==> config.mk <==
export PLATFORM = sky130hd
export DESIGN_NAME = subsampled_frame_luma_average
export DESIGN_NICKNAME = d
export VERILOG_FILES = /design/src/rtl/sfla_pkg.sv /design/src/rtl/sfla_front.sv /design/src/rtl/sfla_queue.sv /design/src/rtl/sfla_back.sv /design/src/rtl/subsampled_frame_luma_average.sv
export SDC_FILE = /design/constraint.sdc
export NUM_CORES = 2
export LEC_CHECK = 0
export BUFFER_PORTS_ARGS = -buffer_cell sky130_fd_sc_hd__buf_4
export CORE_MARGIN = 5
export CORE_UTILIZATION = 55
export CTS_CLUSTER_DIAMETER = 100
export CTS_CLUSTER_SIZE = 20
export DETAILED_ROUTE_END_ITERATION = 10
export PLACE_DENSITY = 0.73
export SYNTH_ARGS = -nofsm -noshare
export SYNTH_HDL_FRONTEND = slang
export SYNTH_SLANG_ARGS = --single-unit
==> constraint.sdc <==
create_clock -name clk -period 17.64 [get_ports clk]
set_input_delay 1.764 -clock clk [delete_from_list [all_inputs] [get_ports clk]]
set_output_delay 1.764 -clock clk [all_outputs]
set_load 0.05 [all_outputs]
==> src/rtl/sfla_pkg.sv <==
// ============================================================================
// sfla_pkg
// Shared types and constants for the subsampled frame luma average block:
// channel weights, field widths, register indexes and the back-end states.
// ============================================================================
package sfla_pkg;

    // Field and state widths
    localparam int STEP_BITS  = 16;
    localparam int BPP_BITS   = 3;
    localparam int SUM_BITS   = 32;
    localparam int BYTE_BITS  = 8;
    localparam int WSUM_BITS  = 48;
    localparam int LUMA_BITS  = 32;
    localparam int PROD_BITS  = 48;
    localparam int QUO_BITS   = 8;
    localparam int QBIT_BITS  = 3;

    // Default width of the whole-pixel counter
    localparam int DEFAULT_PIXEL_COUNT_BITS = 24;

    // Depth of the frame-total queue between the front and back ends
    localparam int QUEUE_DEPTH    = 2;
    localparam int QUEUE_PTR_BITS = 1;
    localparam int QUEUE_CNT_BITS = 2;

    // BT.709 weights in unsigned Q16; they add up to exactly 65536
    localparam logic [15:0] W_RED   = 16'd13933;
    localparam logic [15:0] W_GREEN = 16'd46871;
    localparam logic [15:0] W_BLUE  = 16'd4732;

    // Register defaults after reset
    localparam logic [STEP_BITS-1:0] STEP_RESET = 16'd1;
    localparam logic [BPP_BITS-1:0]  BPP_RESET  = 3'd4;
    localparam logic [BPP_BITS-1:0]  BPP_MIN    = 3'd3;
    localparam logic [BPP_BITS-1:0]  BPP_MAX    = 3'd4;

    // Configuration register indexes
    typedef enum logic [0:0] {
        REG_SAMPLE_STEP    = 1'b0,
        REG_BYTES_IN_PIXEL = 1'b1
    } cfg_index_t;

    // Byte positions within a pixel
    typedef enum logic [1:0] {
        POS_BLUE  = 2'd0,
        POS_GREEN = 2'd1,
        POS_RED   = 2'd2,
        POS_PAD   = 2'd3
    } byte_pos_t;

    // Back-end sequencer states
    typedef enum logic [2:0] {
        BK_IDLE  = 3'd0,
        BK_WEIGH = 3'd1,
        BK_SUM   = 3'd2,
        BK_SCALE = 3'd3,
        BK_CHECK = 3'd4,
        BK_DIV   = 3'd5,
        BK_DONE  = 3'd6
    } back_state_t;

endpackage

==> src/rtl/sfla_front.sv <==
// ============================================================================
// sfla_front
// Accepts frame bytes one per cycle while the queue is not full, sorts them
// into channels, keeps the sampled channel sums and pixel count, and pushes
// the frame totals into the queue on the last byte. Also holds the registers.
// ============================================================================
module sfla_front #(
    parameter int PIXEL_COUNT_BITS = sfla_pkg::DEFAULT_PIXEL_COUNT_BITS,
    parameter int REC_BITS = 3 * sfla_pkg::SUM_BITS + PIXEL_COUNT_BITS + sfla_pkg::STEP_BITS
) (
    input  logic                          clk,
    input  logic                          rst_n,
    input  logic                          cfg_we,
    input  sfla_pkg::cfg_index_t          cfg_addr,
    input  logic [sfla_pkg::STEP_BITS-1:0] cfg_wdata,
    input  logic                          in_valid,
    output logic                          in_ready,
    input  logic [sfla_pkg::BYTE_BITS-1:0] in_byte,
    input  logic                          in_last,
    input  logic                          queue_full,
    output logic                          push,
    output logic [REC_BITS-1:0]           push_data
);
    import sfla_pkg::*;

    logic [STEP_BITS-1:0]        step_cfg_reg;
    logic [BPP_BITS-1:0]         bpp_cfg_reg;
    byte_pos_t                   pos_reg,   pos_next;
    logic [PIXEL_COUNT_BITS-1:0] count_reg, count_next;
    logic [STEP_BITS-1:0]        skip_reg,  skip_next;
    logic [SUM_BITS-1:0]         blue_reg,  blue_next;
    logic [SUM_BITS-1:0]         green_reg, green_next;
    logic [SUM_BITS-1:0]         red_reg,   red_next;

    logic                        accept;
    logic [STEP_BITS-1:0]        step_eff;
    logic [BPP_BITS-1:0]         bpp_eff;
    logic                        sampled;
    logic [BPP_BITS-1:0]         pos_plus;
    logic                        pixel_end;
    logic [SUM_BITS:0]           blue_add, green_add, red_add;

    // Bytes are taken whenever the queue can hold a frame total
    assign in_ready = !queue_full;
    assign accept   = in_valid && in_ready;

    // Configuration registers
    always_ff @(posedge clk or negedge rst_n)
    begin
        if (!rst_n)
        begin
            step_cfg_reg <= STEP_RESET;
            bpp_cfg_reg  <= BPP_RESET;
        end
        else if (cfg_we)
        begin
            unique case (cfg_addr)
                REG_SAMPLE_STEP:    step_cfg_reg <= cfg_wdata;
                REG_BYTES_IN_PIXEL: bpp_cfg_reg  <= cfg_wdata[BPP_BITS-1:0];
                default:            ;
            endcase
        end
    end

    // Effective step and pixel size; out-of-range values are clamped
    always_comb
    begin
        step_eff = (step_cfg_reg == '0) ? STEP_BITS'(1) : step_cfg_reg;
        if (bpp_cfg_reg < BPP_MIN)
            bpp_eff = BPP_MIN;
        else if (bpp_cfg_reg > BPP_MAX)
            bpp_eff = BPP_MAX;
        else
            bpp_eff = bpp_cfg_reg;
    end

    // Saturating channel adders
    assign blue_add  = {1'b0, blue_reg}  + (SUM_BITS+1)'(in_byte);
    assign green_add = {1'b0, green_reg} + (SUM_BITS+1)'(in_byte);
    assign red_add   = {1'b0, red_reg}   + (SUM_BITS+1)'(in_byte);

    // Next-state logic for the frame accumulators
    always_comb
    begin
        sampled    = (skip_reg == '0);
        pos_plus   = {1'b0, pos_reg} + BPP_BITS'(1);
        pixel_end  = (pos_plus >= bpp_eff);

        pos_next   = pos_reg;
        count_next = count_reg;
        skip_next  = skip_reg;
        blue_next  = blue_reg;
        green_next = green_reg;
        red_next   = red_reg;

        if (accept)
        begin
            if (sampled)
            begin
                unique case (pos_reg)
                    POS_BLUE:  blue_next  = blue_add[SUM_BITS]  ? '1 : blue_add[SUM_BITS-1:0];
                    POS_GREEN: green_next = green_add[SUM_BITS] ? '1 : green_add[SUM_BITS-1:0];
                    POS_RED:   red_next   = red_add[SUM_BITS]   ? '1 : red_add[SUM_BITS-1:0];
                    default:   ;
                endcase
            end
            if (pixel_end)
            begin
                pos_next = POS_BLUE;
                if (count_reg != '1)
                    count_next = count_reg + PIXEL_COUNT_BITS'(1);
                skip_next = sampled ? (step_eff - STEP_BITS'(1)) : (skip_reg - STEP_BITS'(1));
            end
            else
            begin
                pos_next = byte_pos_t'(pos_plus[1:0]);
            end
        end

        // Frame totals include the last byte itself
        push      = accept && in_last;
        push_data = {step_eff, count_next, red_next, green_next, blue_next};

        // The last byte starts a fresh frame
        if (push)
        begin
            pos_next   = POS_BLUE;
            count_next = '0;
            skip_next  = '0;
            blue_next  = '0;
            green_next = '0;
            red_next   = '0;
        end
    end

    // Accumulator registers
    always_ff @(posedge clk or negedge rst_n)
    begin
        if (!rst_n)
        begin
            pos_reg   <= POS_BLUE;
            count_reg <= '0;
            skip_reg  <= '0;
            blue_reg  <= '0;
            green_reg <= '0;
            red_reg   <= '0;
        end
        else
        begin
            pos_reg   <= pos_next;
            count_reg <= count_next;
            skip_reg  <= skip_next;
            blue_reg  <= blue_next;
            green_reg <= green_next;
            red_reg   <= red_next;
        end
    end

    // A frame total is never pushed into a full queue
    a_push_room: assert property (@(posedge clk) disable iff (!rst_n)
        push |-> !queue_full)
        else $error("frame total pushed while the queue is full");

    // The last byte leaves a cleared frame behind
    a_frame_clear: assert property (@(posedge clk) disable iff (!rst_n)
        (accept && in_last) |=> (pos_reg == POS_BLUE && count_reg == '0 && skip_reg == '0
                                 && blue_reg == '0 && green_reg == '0 && red_reg == '0))
        else $error("frame state not cleared after the last byte");

    // A completed pixel inside a frame adds one to the count below saturation
    a_count_step: assert property (@(posedge clk) disable iff (!rst_n)
        (accept && !in_last && pixel_end && count_reg != '1)
            |=> (count_reg == $past(count_reg) + PIXEL_COUNT_BITS'(1)))
        else $error("pixel count did not advance at the end of a pixel");

endmodule

==> src/rtl/sfla_queue.sv <==
// ============================================================================
// sfla_queue
// Short queue of frame totals between the byte front end and the arithmetic
// back end, so that each side can stall on its own.
// ============================================================================
module sfla_queue #(
    parameter int WIDTH = 8
) (
    input  logic             clk,
    input  logic             rst_n,
    input  logic             push,
    input  logic [WIDTH-1:0] push_data,
    output logic             full,
    input  logic             pop,
    output logic             valid,
    output logic [WIDTH-1:0] pop_data
);
    import sfla_pkg::*;

    logic [WIDTH-1:0]          mem [QUEUE_DEPTH];
    logic [QUEUE_PTR_BITS-1:0] wptr_reg, wptr_next;
    logic [QUEUE_PTR_BITS-1:0] rptr_reg, rptr_next;
    logic [QUEUE_CNT_BITS-1:0] cnt_reg,  cnt_next;

    assign full     = (cnt_reg == QUEUE_CNT_BITS'(QUEUE_DEPTH));
    assign valid    = (cnt_reg != '0);
    assign pop_data = mem[rptr_reg];

    // Pointer and fill-count update
    always_comb
    begin
        wptr_next = push ? wptr_reg + QUEUE_PTR_BITS'(1) : wptr_reg;
        rptr_next = pop  ? rptr_reg + QUEUE_PTR_BITS'(1) : rptr_reg;
        cnt_next  = cnt_reg;
        if (push && !pop)
            cnt_next = cnt_reg + QUEUE_CNT_BITS'(1);
        else if (pop && !push)
            cnt_next = cnt_reg - QUEUE_CNT_BITS'(1);
    end

    always_ff @(posedge clk or negedge rst_n)
    begin
        if (!rst_n)
        begin
            wptr_reg <= '0;
            rptr_reg <= '0;
            cnt_reg  <= '0;
        end
        else
        begin
            wptr_reg <= wptr_next;
            rptr_reg <= rptr_next;
            cnt_reg  <= cnt_next;
        end
    end

    // Entry storage
    always_ff @(posedge clk)
    begin
        if (push)
            mem[wptr_reg] <= push_data;
    end

    a_no_overflow: assert property (@(posedge clk) disable iff (!rst_n)
        push |-> !full)
        else $error("queue written while full");

    a_no_underflow: assert property (@(posedge clk) disable iff (!rst_n)
        pop |-> valid)
        else $error("queue read while empty");

    a_pointer_gap: assert property (@(posedge clk) disable iff (!rst_n)
        (cnt_reg == '0 || cnt_reg == QUEUE_CNT_BITS'(QUEUE_DEPTH)) |-> (wptr_reg == rptr_reg))
        else $error("queue pointers disagree with the fill count");

endmodule

==> src/rtl/sfla_back.sv <==
// ============================================================================
// sfla_back
// Turns one frame total into a brightness result: weighs the channel sums,
// scales by the sample step, then divides by the pixel count one quotient
// bit per cycle, saturating at 255. Holds the result in an output register.
// ============================================================================
module sfla_back #(
    parameter int PIXEL_COUNT_BITS = sfla_pkg::DEFAULT_PIXEL_COUNT_BITS,
    parameter int REC_BITS = 3 * sfla_pkg::SUM_BITS + PIXEL_COUNT_BITS + sfla_pkg::STEP_BITS
) (
    input  logic                          clk,
    input  logic                          rst_n,
    input  logic                          rec_valid,
    input  logic [REC_BITS-1:0]           rec_data,
    output logic                          rec_pop,
    output logic                          out_valid,
    input  logic                          out_ready,
    output logic [sfla_pkg::QUO_BITS-1:0] out_brightness,
    output logic                          out_empty
);
    import sfla_pkg::*;

    localparam int CNT_LO  = 3 * SUM_BITS;
    localparam int STEP_LO = CNT_LO + PIXEL_COUNT_BITS;
    localparam int PAD8    = PROD_BITS - PIXEL_COUNT_BITS - QUO_BITS;
    localparam int PAD7    = PROD_BITS - PIXEL_COUNT_BITS - (QUO_BITS - 1);

    back_state_t                 st_reg, st_next;
    logic [SUM_BITS-1:0]         blue_reg,  blue_next;
    logic [SUM_BITS-1:0]         green_reg, green_next;
    logic [SUM_BITS-1:0]         red_reg,   red_next;
    logic [PIXEL_COUNT_BITS-1:0] count_reg, count_next;
    logic [STEP_BITS-1:0]        step_reg,  step_next;
    logic [WSUM_BITS-1:0]        wb_reg, wb_next;
    logic [WSUM_BITS-1:0]        wg_reg, wg_next;
    logic [WSUM_BITS-1:0]        wr_reg, wr_next;
    logic [LUMA_BITS-1:0]        luma_reg, luma_next;
    logic [PROD_BITS-1:0]        rem_reg, rem_next;
    logic [PROD_BITS-1:0]        div_reg, div_next;
    logic [QUO_BITS-1:0]         quo_reg, quo_next;
    logic [QBIT_BITS-1:0]        qbit_reg, qbit_next;
    logic                        empty_reg, empty_next;
    logic                        oval_reg, oval_next;
    logic [QUO_BITS-1:0]         obright_reg, obright_next;
    logic                        oempty_reg, oempty_next;
    logic [WSUM_BITS-1:0]        wsum;
    logic [PROD_BITS-1:0]        sat_limit;

    assign wsum      = wb_reg + wg_reg + wr_reg;
    assign sat_limit = {{PAD8{1'b0}}, count_reg, {QUO_BITS{1'b0}}};

    // Sequencer: next state and datapath
    always_comb
    begin
        st_next      = st_reg;
        blue_next    = blue_reg;
        green_next   = green_reg;
        red_next     = red_reg;
        count_next   = count_reg;
        step_next    = step_reg;
        wb_next      = wb_reg;
        wg_next      = wg_reg;
        wr_next      = wr_reg;
        luma_next    = luma_reg;
        rem_next     = rem_reg;
        div_next     = div_reg;
        quo_next     = quo_reg;
        qbit_next    = qbit_reg;
        empty_next   = empty_reg;
        oval_next    = oval_reg;
        obright_next = obright_reg;
        oempty_next  = oempty_reg;
        rec_pop      = 1'b0;

        // Output register drains independently of the sequencer
        if (oval_reg && out_ready)
            oval_next = 1'b0;

        unique case (st_reg)
            BK_IDLE:
            begin
                if (rec_valid)
                begin
                    rec_pop    = 1'b1;
                    blue_next  = rec_data[SUM_BITS-1:0];
                    green_next = rec_data[2*SUM_BITS-1:SUM_BITS];
                    red_next   = rec_data[CNT_LO-1:2*SUM_BITS];
                    count_next = rec_data[STEP_LO-1:CNT_LO];
                    step_next  = rec_data[REC_BITS-1:STEP_LO];
                    st_next    = BK_WEIGH;
                end
            end
            BK_WEIGH:
            begin
                wb_next = W_BLUE  * blue_reg;
                wg_next = W_GREEN * green_reg;
                wr_next = W_RED   * red_reg;
                st_next = BK_SUM;
            end
            BK_SUM:
            begin
                luma_next = wsum[WSUM_BITS-1:WSUM_BITS-LUMA_BITS];
                st_next   = BK_SCALE;
            end
            BK_SCALE:
            begin
                rem_next = luma_reg * step_reg;
                st_next  = BK_CHECK;
            end
            BK_CHECK:
            begin
                // Empty frames and saturated results skip the division
                if (count_reg == '0)
                begin
                    quo_next   = '0;
                    empty_next = 1'b1;
                    st_next    = BK_DONE;
                end
                else if (rem_reg >= sat_limit)
                begin
                    quo_next   = '1;
                    empty_next = 1'b0;
                    st_next    = BK_DONE;
                end
                else
                begin
                    quo_next   = '0;
                    empty_next = 1'b0;
                    div_next   = {{PAD7{1'b0}}, count_reg, {(QUO_BITS-1){1'b0}}};
                    qbit_next  = QBIT_BITS'(QUO_BITS - 1);
                    st_next    = BK_DIV;
                end
            end
            BK_DIV:
            begin
                // Restoring division, one quotient bit per cycle
                if (rem_reg >= div_reg)
                begin
                    rem_next = rem_reg - div_reg;
                    quo_next = {quo_reg[QUO_BITS-2:0], 1'b1};
                end
                else
                begin
                    quo_next = {quo_reg[QUO_BITS-2:0], 1'b0};
                end
                div_next = div_reg >> 1;
                if (qbit_reg == '0)
                    st_next = BK_DONE;
                else
                    qbit_next = qbit_reg - QBIT_BITS'(1);
            end
            BK_DONE:
            begin
                if (!oval_reg || out_ready)
                begin
                    oval_next    = 1'b1;
                    obright_next = quo_reg;
                    oempty_next  = empty_reg;
                    st_next      = BK_IDLE;
                end
            end
            default:
            begin
                st_next = BK_IDLE;
            end
        endcase
    end

    // Sequencer state register
    always_ff @(posedge clk or negedge rst_n)
    begin
        if (!rst_n)
        begin
            st_reg   <= BK_IDLE;
            oval_reg <= 1'b0;
        end
        else
        begin
            st_reg   <= st_next;
            oval_reg <= oval_next;
        end
    end

    // Datapath registers
    always_ff @(posedge clk)
    begin
        blue_reg    <= blue_next;
        green_reg   <= green_next;
        red_reg     <= red_next;
        count_reg   <= count_next;
        step_reg    <= step_next;
        wb_reg      <= wb_next;
        wg_reg      <= wg_next;
        wr_reg      <= wr_next;
        luma_reg    <= luma_next;
        rem_reg     <= rem_next;
        div_reg     <= div_next;
        quo_reg     <= quo_next;
        qbit_reg    <= qbit_next;
        empty_reg   <= empty_next;
        obright_reg <= obright_next;
        oempty_reg  <= oempty_next;
    end

    assign out_valid      = oval_reg;
    assign out_brightness = obright_reg;
    assign out_empty      = oempty_reg;

    // The divider only runs with a nonzero divisor
    a_div_nonzero: assert property (@(posedge clk) disable iff (!rst_n)
        (st_reg == BK_DIV) |-> (div_reg != '0))
        else $error("division started with a zero pixel count");

    // An empty frame always reports zero brightness
    a_empty_zero: assert property (@(posedge clk) disable iff (!rst_n)
        (out_valid && out_empty) |-> (out_brightness == '0))
        else $error("empty frame with nonzero brightness");

    // The range check leads either to the divider or straight to the result
    a_check_exit: assert property (@(posedge clk) disable iff (!rst_n)
        (st_reg == BK_CHECK) |=> (st_reg == BK_DIV || st_reg == BK_DONE))
        else $error("unexpected state after the range check");

endmodule

==> src/rtl/subsampled_frame_luma_average.sv <==
// ============================================================================
// subsampled_frame_luma_average
// Weighted BT.709 luma average over every Nth pixel of a byte-stream frame.
// ============================================================================
// Frame bytes are taken one per cycle; s_tready drops only while two frame totals wait.
// A frame total passes the queue, then the back-end states weigh, sum, scale, check,
// divide and done (empty or saturated frames skip divide), one frame total at a time.
// Reset clears the front-end sums and counters, sets sample_step to 1,
// bytes_in_pixel to 4, and empties the queue and the output register.
module subsampled_frame_luma_average #(
    parameter int PIXEL_COUNT_BITS = sfla_pkg::DEFAULT_PIXEL_COUNT_BITS
) (
    input  logic                           clk,
    input  logic                           rst_n,
    input  logic                           cfg_we,
    input  sfla_pkg::cfg_index_t           cfg_addr,
    input  logic [sfla_pkg::STEP_BITS-1:0] cfg_wdata,
    input  logic                           s_tvalid,
    output logic                           s_tready,
    input  logic [7:0]                     s_tdata,   // [7:0] data_byte
    input  logic                           s_tlast,   // last_byte
    output logic                           m_tvalid,
    input  logic                           m_tready,
    output logic [7:0]                     m_tdata,   // [7:0] brightness
    output logic                           m_tuser    // empty_frame
);
    import sfla_pkg::*;

    localparam int REC_BITS = 3 * SUM_BITS + PIXEL_COUNT_BITS + STEP_BITS;

    logic                push;
    logic [REC_BITS-1:0] push_data;
    logic                queue_full;
    logic                rec_pop;
    logic                rec_valid;
    logic [REC_BITS-1:0] rec_data;

    // Byte front end
    sfla_front #(
        .PIXEL_COUNT_BITS (PIXEL_COUNT_BITS),
        .REC_BITS         (REC_BITS)
    ) u_front (
        .clk        (clk),
        .rst_n      (rst_n),
        .cfg_we     (cfg_we),
        .cfg_addr   (cfg_addr),
        .cfg_wdata  (cfg_wdata),
        .in_valid   (s_tvalid),
        .in_ready   (s_tready),
        .in_byte    (s_tdata),
        .in_last    (s_tlast),
        .queue_full (queue_full),
        .push       (push),
        .push_data  (push_data)
    );

    // Frame-total queue
    sfla_queue #(
        .WIDTH (REC_BITS)
    ) u_queue (
        .clk       (clk),
        .rst_n     (rst_n),
        .push      (push),
        .push_data (push_data),
        .full      (queue_full),
        .pop       (rec_pop),
        .valid     (rec_valid),
        .pop_data  (rec_data)
    );

    // Arithmetic back end
    sfla_back #(
        .PIXEL_COUNT_BITS (PIXEL_COUNT_BITS),
        .REC_BITS         (REC_BITS)
    ) u_back (
        .clk            (clk),
        .rst_n          (rst_n),
        .rec_valid      (rec_valid),
        .rec_data       (rec_data),
        .rec_pop        (rec_pop),
        .out_valid      (m_tvalid),
        .out_ready      (m_tready),
        .out_brightness (m_tdata),
        .out_empty      (m_tuser)
    );

endmodule
Word-level counts from Yosys, hierarchy flattened
Memories as Yosys holds them, arrays and structs flattened. A register that Yosys moved wholly into a read port is not among the register bits.
Index checks and enable logic that the tools add are counted.
Operators by class
  add/subtract/negate cells: 15
  multiply operators: 4
  order comparisons: 5
  eq/ne operators: 17
  multiplexer cells: 58
  bitwise gates (word level): 1
  reductions and logical operators: 31
Operators with widths (number)
  32-bit 2-to-1 mux: 15
  48-bit one-hot mux with 2 select lines: 2
  48-bit 2-to-1 mux: 3
  32-bit by 8-bit adder with 33-bit output: 3
  24-bit 2-to-1 mux: 4
  16-bit 2-to-1 mux: 5
  45-bit by 48-bit adder with 48-bit output: 1
  48-bit by 46-bit adder with 48-bit output: 1
  48-bit by 32-bit greater-or-equal comparator with 1-bit output: 1
  48-bit greater-or-equal comparator: 1
  16-bit by 32-bit multiplier with 48-bit output, first input constant: 1
  32-bit by 16-bit multiplier with 48-bit output: 1
  48-bit subtractor: 1
  14-bit by 32-bit multiplier with 46-bit output, first input constant: 1
  11-bit by 32-bit multiplier with 43-bit output, first input constant: 1
  16-bit logical NOT: 2
  16-bit by 1-bit subtractor with 16-bit output, second input constant: 2
  3-bit 2-to-1 mux: 9
  24-bit by 1-bit adder with 24-bit output, second input constant: 1
  24-bit logical NOT: 1
  24-bit != test, second input constant: 1
  3-bit one-hot mux with 7 select lines: 1
  8-bit 2-to-1 mux: 2
  8-bit one-hot mux with 2 select lines: 1
  28 further kinds: 70
Storage, ports and cells
  register bits after elaboration: 451
  memory bits (writable): 272
  input port bits: 31
  output and inout bits: 11
  memories kept: 1
Memories
  u_queue.mem: words 2, bits a word 136, read ports 1, clocked after Yosys merged registers in 1, wr ports 1, RTL line sfla_queue.sv:20  | logic [WIDTH-1:0] mem [QUEUE_DEPTH];

Longest topological paths before layout
  word-level depth: 8
  mapped depth: 27

Modules after synthesis
From an unflattened synthesis, not the netlist that was laid out.
Second synthesis, totals
  cells, all modules: 7397
  area total of the unflattened synthesis: 80178.1 um^2
By module, submodules not included
  sfla_back: instances 1, cells an instance 5812, area an instance 59951.2 um^2, sequential area each 12261.8 um^2
  sfla_front: instances 1, cells an instance 1146, area an instance 10144.7 um^2, sequential area each 3881.2 um^2
  sfla_queue: instances 1, cells an instance 439, area an instance 10082.2 um^2, sequential area each 8267.9 um^2

Worst setup path after synthesis
No wires, ideal clock.
  path kind: register to register
  from: reg u_back.st_reg[0]
  to: reg u_back.wb_reg[10] (enable)
  arrival time: 10.606 ns
  data required time: 16.811 ns
  slack: 6.204 ns
  cell stages (with the launch flop): 3
  path buffers: 1
  cells stage by stage: dfrtp_1 -> clkbuf_1 -> nor3b_1
Between the ends
  word-level cells in the longest chain between the ends: 1
RTL lines
  from (decl): RTL line sfla_back.sv:28  | back_state_t st_reg, st_next;
  from (signal assigned): RTL line sfla_back.sv:179  | st_reg <= st_next;
  3-bit by 1-bit equality test with 1-bit output: RTL line sfla_back.sv:79  | unique case (st_reg)
  to (signal assigned): RTL line sfla_back.sv:192  | wb_reg <= wb_next;
  to (decl): RTL line sfla_back.sv:34  | logic [WSUM_BITS-1:0] wb_reg, wb_next;
No other way between the ends.
A chain may end at the register's enable or synchronous reset.

Worst setup path after layout
  from: reg u_back.step_reg[10]
  to: reg u_back.rem_reg[43] (data pin)
Between the ends
  word-level cells in the longest chain between the ends: 2
RTL lines
  from (decl): RTL line sfla_back.sv:33  | logic [STEP_BITS-1:0] step_reg, step_next;
  from (signal assigned): RTL line sfla_back.sv:191  | step_reg <= step_next;
  32-bit by 16-bit multiplier with 48-bit output: RTL line sfla_back.sv:107  | rem_next = luma_reg * step_reg;
  48-bit one-hot mux with 2 select lines: RTL line sfla_back.sv:79
  named net u_back.rem_next[43]: RTL line sfla_back.sv:38  | logic [PROD_BITS-1:0] rem_reg, rem_next;
  to (signal assigned): RTL line sfla_back.sv:196  | rem_reg <= rem_next;
  to (decl): RTL line sfla_back.sv:38
The timed path passes the listed nets, and every way through them passes these cells.

==> results.txt <==
- Detailed-route wire length per cell: about 21 microns
* Setup crit end kind: flop
* Final design utilization: between 50% and 60%
* Sequential area share after synthesis: a little under a third
- Setup repair after global routing left no endpoint under its margin.
* Placed Instances: between 9,000 and 10,000
* Area share of the leading cell type in the synthesized netlist: a little over a quarter
- The longest clock path from root to sink contains 3 buffers.
- Crit start category: flop
- Routability-driven placement finished with a final weighted congestion of between 0.9 and 1.
- The Yosys step of the flow raised 0 warnings.
* Vias: slightly above 50,000
- Area of the die: 0.151 sq mm
* Number of DRC violations after detailed routing: 0
* Number of distinct library cells after synthesis: 86
* Total overflow reported by the global router: 0
- Area Growth Syn to Fin: 4.98%
- Run status: finished, final reports clean
- Crit path time final: 8.27 ns
- Timing would allow up to around 0.12 GHz.
* Number of antenna violations at the first check in global routing: 2
- The post-route netlist has 5.10% of its cells at a drive strength greater than 1.
- Walking the worst path, the cells encountered are nand2_1 -> fa_1 -> inv_1 -> fa_1 -> fa_1 -> fa_1 -> fa_1 -> inv_1 -> fa_1 -> inv_1 -> ha_1 -> a21o_1 -> a211oi_1 -> o311ai_1 -> a211oi_1 -> o311ai_1 -> o211ai_1 -> o31ai_1 -> a221o_1 -> a21oi_1 -> xor2_1 -> mux2i_1.
- The count of nets left with antenna violations once routing finished came out at 0.
- Vias per std cell: ~5.6
- Post-Route Setup TNS: 0 ns
* Setup violations, final: 0
- Among all cell types in the netlist, the one instantiated most often is inv_1.
* Post-CTS sizing: 0
- Die height: between 300 and 400 microns
* Insertion delay of the later-clocked pin in the worst-skew pair: between 0.7 and 0.8 ns
* Clock Sinks: 840
* Post-synthesis area per instance: about 11 sq um
- At the worst endpoint, the required time is approximately 18 ns.
- The worst hold path belongs to the class reg -> reg.
- The critical path contains buffers and inverters numbering 3 combined.
- The most used flip-flop cell after synthesis is edfxtp_1.
- TritonCTS clock tree: yes
- Number of nets in the layout: between 8,000 and 9,000
- The wire-length estimate of the detail-placed layout is between 150 and 200 mm.
- Largest delay contributor family on the critical path: adder cells
- On the final layout, the worst hold slack is ~0.43 ns.
- The initialized floorplan defines between 100 and 150 standard-cell rows.
- Measured against its own limit, the worst slew margin works out to about 3.3%.
- The tree is rooted in a clkbuf_16.
- After the flow finishes, the layout carries non-filler instances totaling about 9,000.
- Class of the most critical setup path: reg -> reg
* Pin count of the biggest net entering global routing: 80
* Cell types with the highest counts after synthesis: inv_1 (1,375), fa_1 (1,032), ha_1 (744)
- Area inside the core boundary: between 0.1 and 0.15 sq mm
- After the first detailed-routing iteration, the DRC count stood at 3,442.
* Width of the chip: 389 microns
* Largest area contributor in the netlist: fa_1
* Cell with the largest stage delay on the worst path: edfxtp_1
- Across every metal layer, demand over resource in global routing totals 25.4%.
* Fin. max-slew vios: 0
- Number of buffers added by the clock tree synthesis step: 53
- Along the worst path, the maximum fanout reaches 32.
- The synthesized design contains 840 register bits.
- Slew of the pin with the lowest slew margin: approximately 1.4 ns
- Fin Clk Skew: approximately 0.070 ns
- Gate count of the mapped netlist: 7,244
* Data arrival time of the worst path: ~8.7 ns
- For this configuration, the core starts out at a cell density of between 50% and 60%.
* Clk pin slew, worst setup/hold paths: roughly 0.09 ns
- The register with the most flip-flops in the layout has roughly 270 of them.
- Count of maximum capacitance violations: 0
- The first detailed-routing pass ran for 5 iterations.
- Ranking of synthesized cells by area: fa_1 (26%), edfxtp_1 (26%), ha_1 (12%)
- Summed over all layers, the routed wires come to 189 mm.
- The final number of hold-violating endpoints was 0.
- Post-synth ARST share: 19.4%
- Number of global-route vias before repair: between 50,000 and 60,000
* Post-synth EDFFs: 677
- The worst path uses ~47% of the clock period.
- Post-CTS setup buffer count: 0
- Largest stage delay, worst path: 1.33 ns
* Cell occurring most often along the worst timing path: fa_1
- # hold bufs at CTS: 0
- Synthesis produced a netlist with a net count of about 9,000.
- The H-tree generated during clock tree synthesis spans 2 levels.
* Post-synth design cell area: 0.0791 sq mm
- During I/O placement, the number of pins put on the boundary was 42.
* I/O Buffers: roughly 40
- The first global-routing pass estimated 304 mm of wire.
==> final cells by class <==
type                       count  area (sq um)
fill                       12000         60300
clock inverter                13           221
inverter                    1376          5170
multi-input combinational   4818         48700
timing repair buffer          81           614
clock buffer                  87          1450
sequential                   840         24400
antenna                        2          5.00
tap                         1903          2380
==> through the flow <==
stage | setup WS (ns) | area [sq um]
6_report | 9.37 | 83000
5_1_grt | 9.11 | 83000
4_1_cts | 9.54 | 83000
3_5_place_dp | 9.58 | 81300
3_3_place_gp | 9.75 | 81300
2_1_floorplan | 6.20 | 79100
==> cell usage in the layout (no fill, tap or decap), drive strengths merged, types with 25 or more instances in the layout <==
| master | count |
|---|---|
| inv | 1383 |
| fa | 1032 |
| ha | 744 |
| edfxtp | 677 |
| nand2 | 579 |
| and2 | 315 |
| a21oi | 302 |
| nor2 | 239 |
| o21ai | 210 |
| xnor2 | 201 |
| a21o | 175 |
| mux2 | 174 |
| dfrtp | 161 |
| xor2 | 119 |
| clkbuf | 88 |
| nand3 | 81 |
| buf | 80 |
| nand4 | 62 |
| a31oi | 58 |
| nor3 | 53 |
| and3 | 46 |
| o21a | 44 |
| nor2b | 41 |
| o21bai | 36 |
| nand2b | 36 |
| a211oi | 33 |
| nor4 | 25 |
==> cells by family after synthesis <==
family                   after synthesis  synth area share, %
multiplexers                         182                 2.58
flip-flops                           840                 30.9
XOR/XNOR                             320                 3.55
adder cells (fa/ha/maj)             1776                 37.9
AND/OR/NAND/NOR                     1552                 9.65
buffers and inverters               1586                 7.54
AO/OA/AOI/OAI                        988                 7.89
==> final timing paths <==
check	from	endpoint	slack, ns	cells past startpoint
max in group asynchronous	rst_n	u_front.red_reg[30]$_DFF_PN0_	15.23	2
min in group asynchronous	rst_n	u_front.green_reg[17]$_DFF_PN0_	1.05	1
hold / removal	u_back.empty_reg$_DFFE_PP_	u_back.out_empty$_DFFE_PP_	0.43	0
hold reg to reg	u_back.empty_reg$_DFFE_PP_	u_back.out_empty$_DFFE_PP_	0.43	0
setup reg to reg	u_back.step_reg[10]$_DFFE_PP_	u_back.rem_reg[43]$_DFFE_PP_	9.37	22
setup / recovery	u_back.step_reg[10]$_DFFE_PP_	u_back.rem_reg[43]$_DFFE_PP_	9.37	22
==> per-layer routing <==
layer  part of all wire, %  GRT usage, %  vias to the layer above  wire length [microns]
met4                   3.6          8.14                        0                   6880
met5                     0             0                        -                      0
met1                    43          35.3                    26100                  81300
met3                   6.3          3.98                      279                  11900
li1                      -             -                    23500                      -
met2                    47          41.3                     1478                  88700
Power is not shown: default switching activity piles up to over one toggle a cycle in this logic, so the estimate is an artifact.
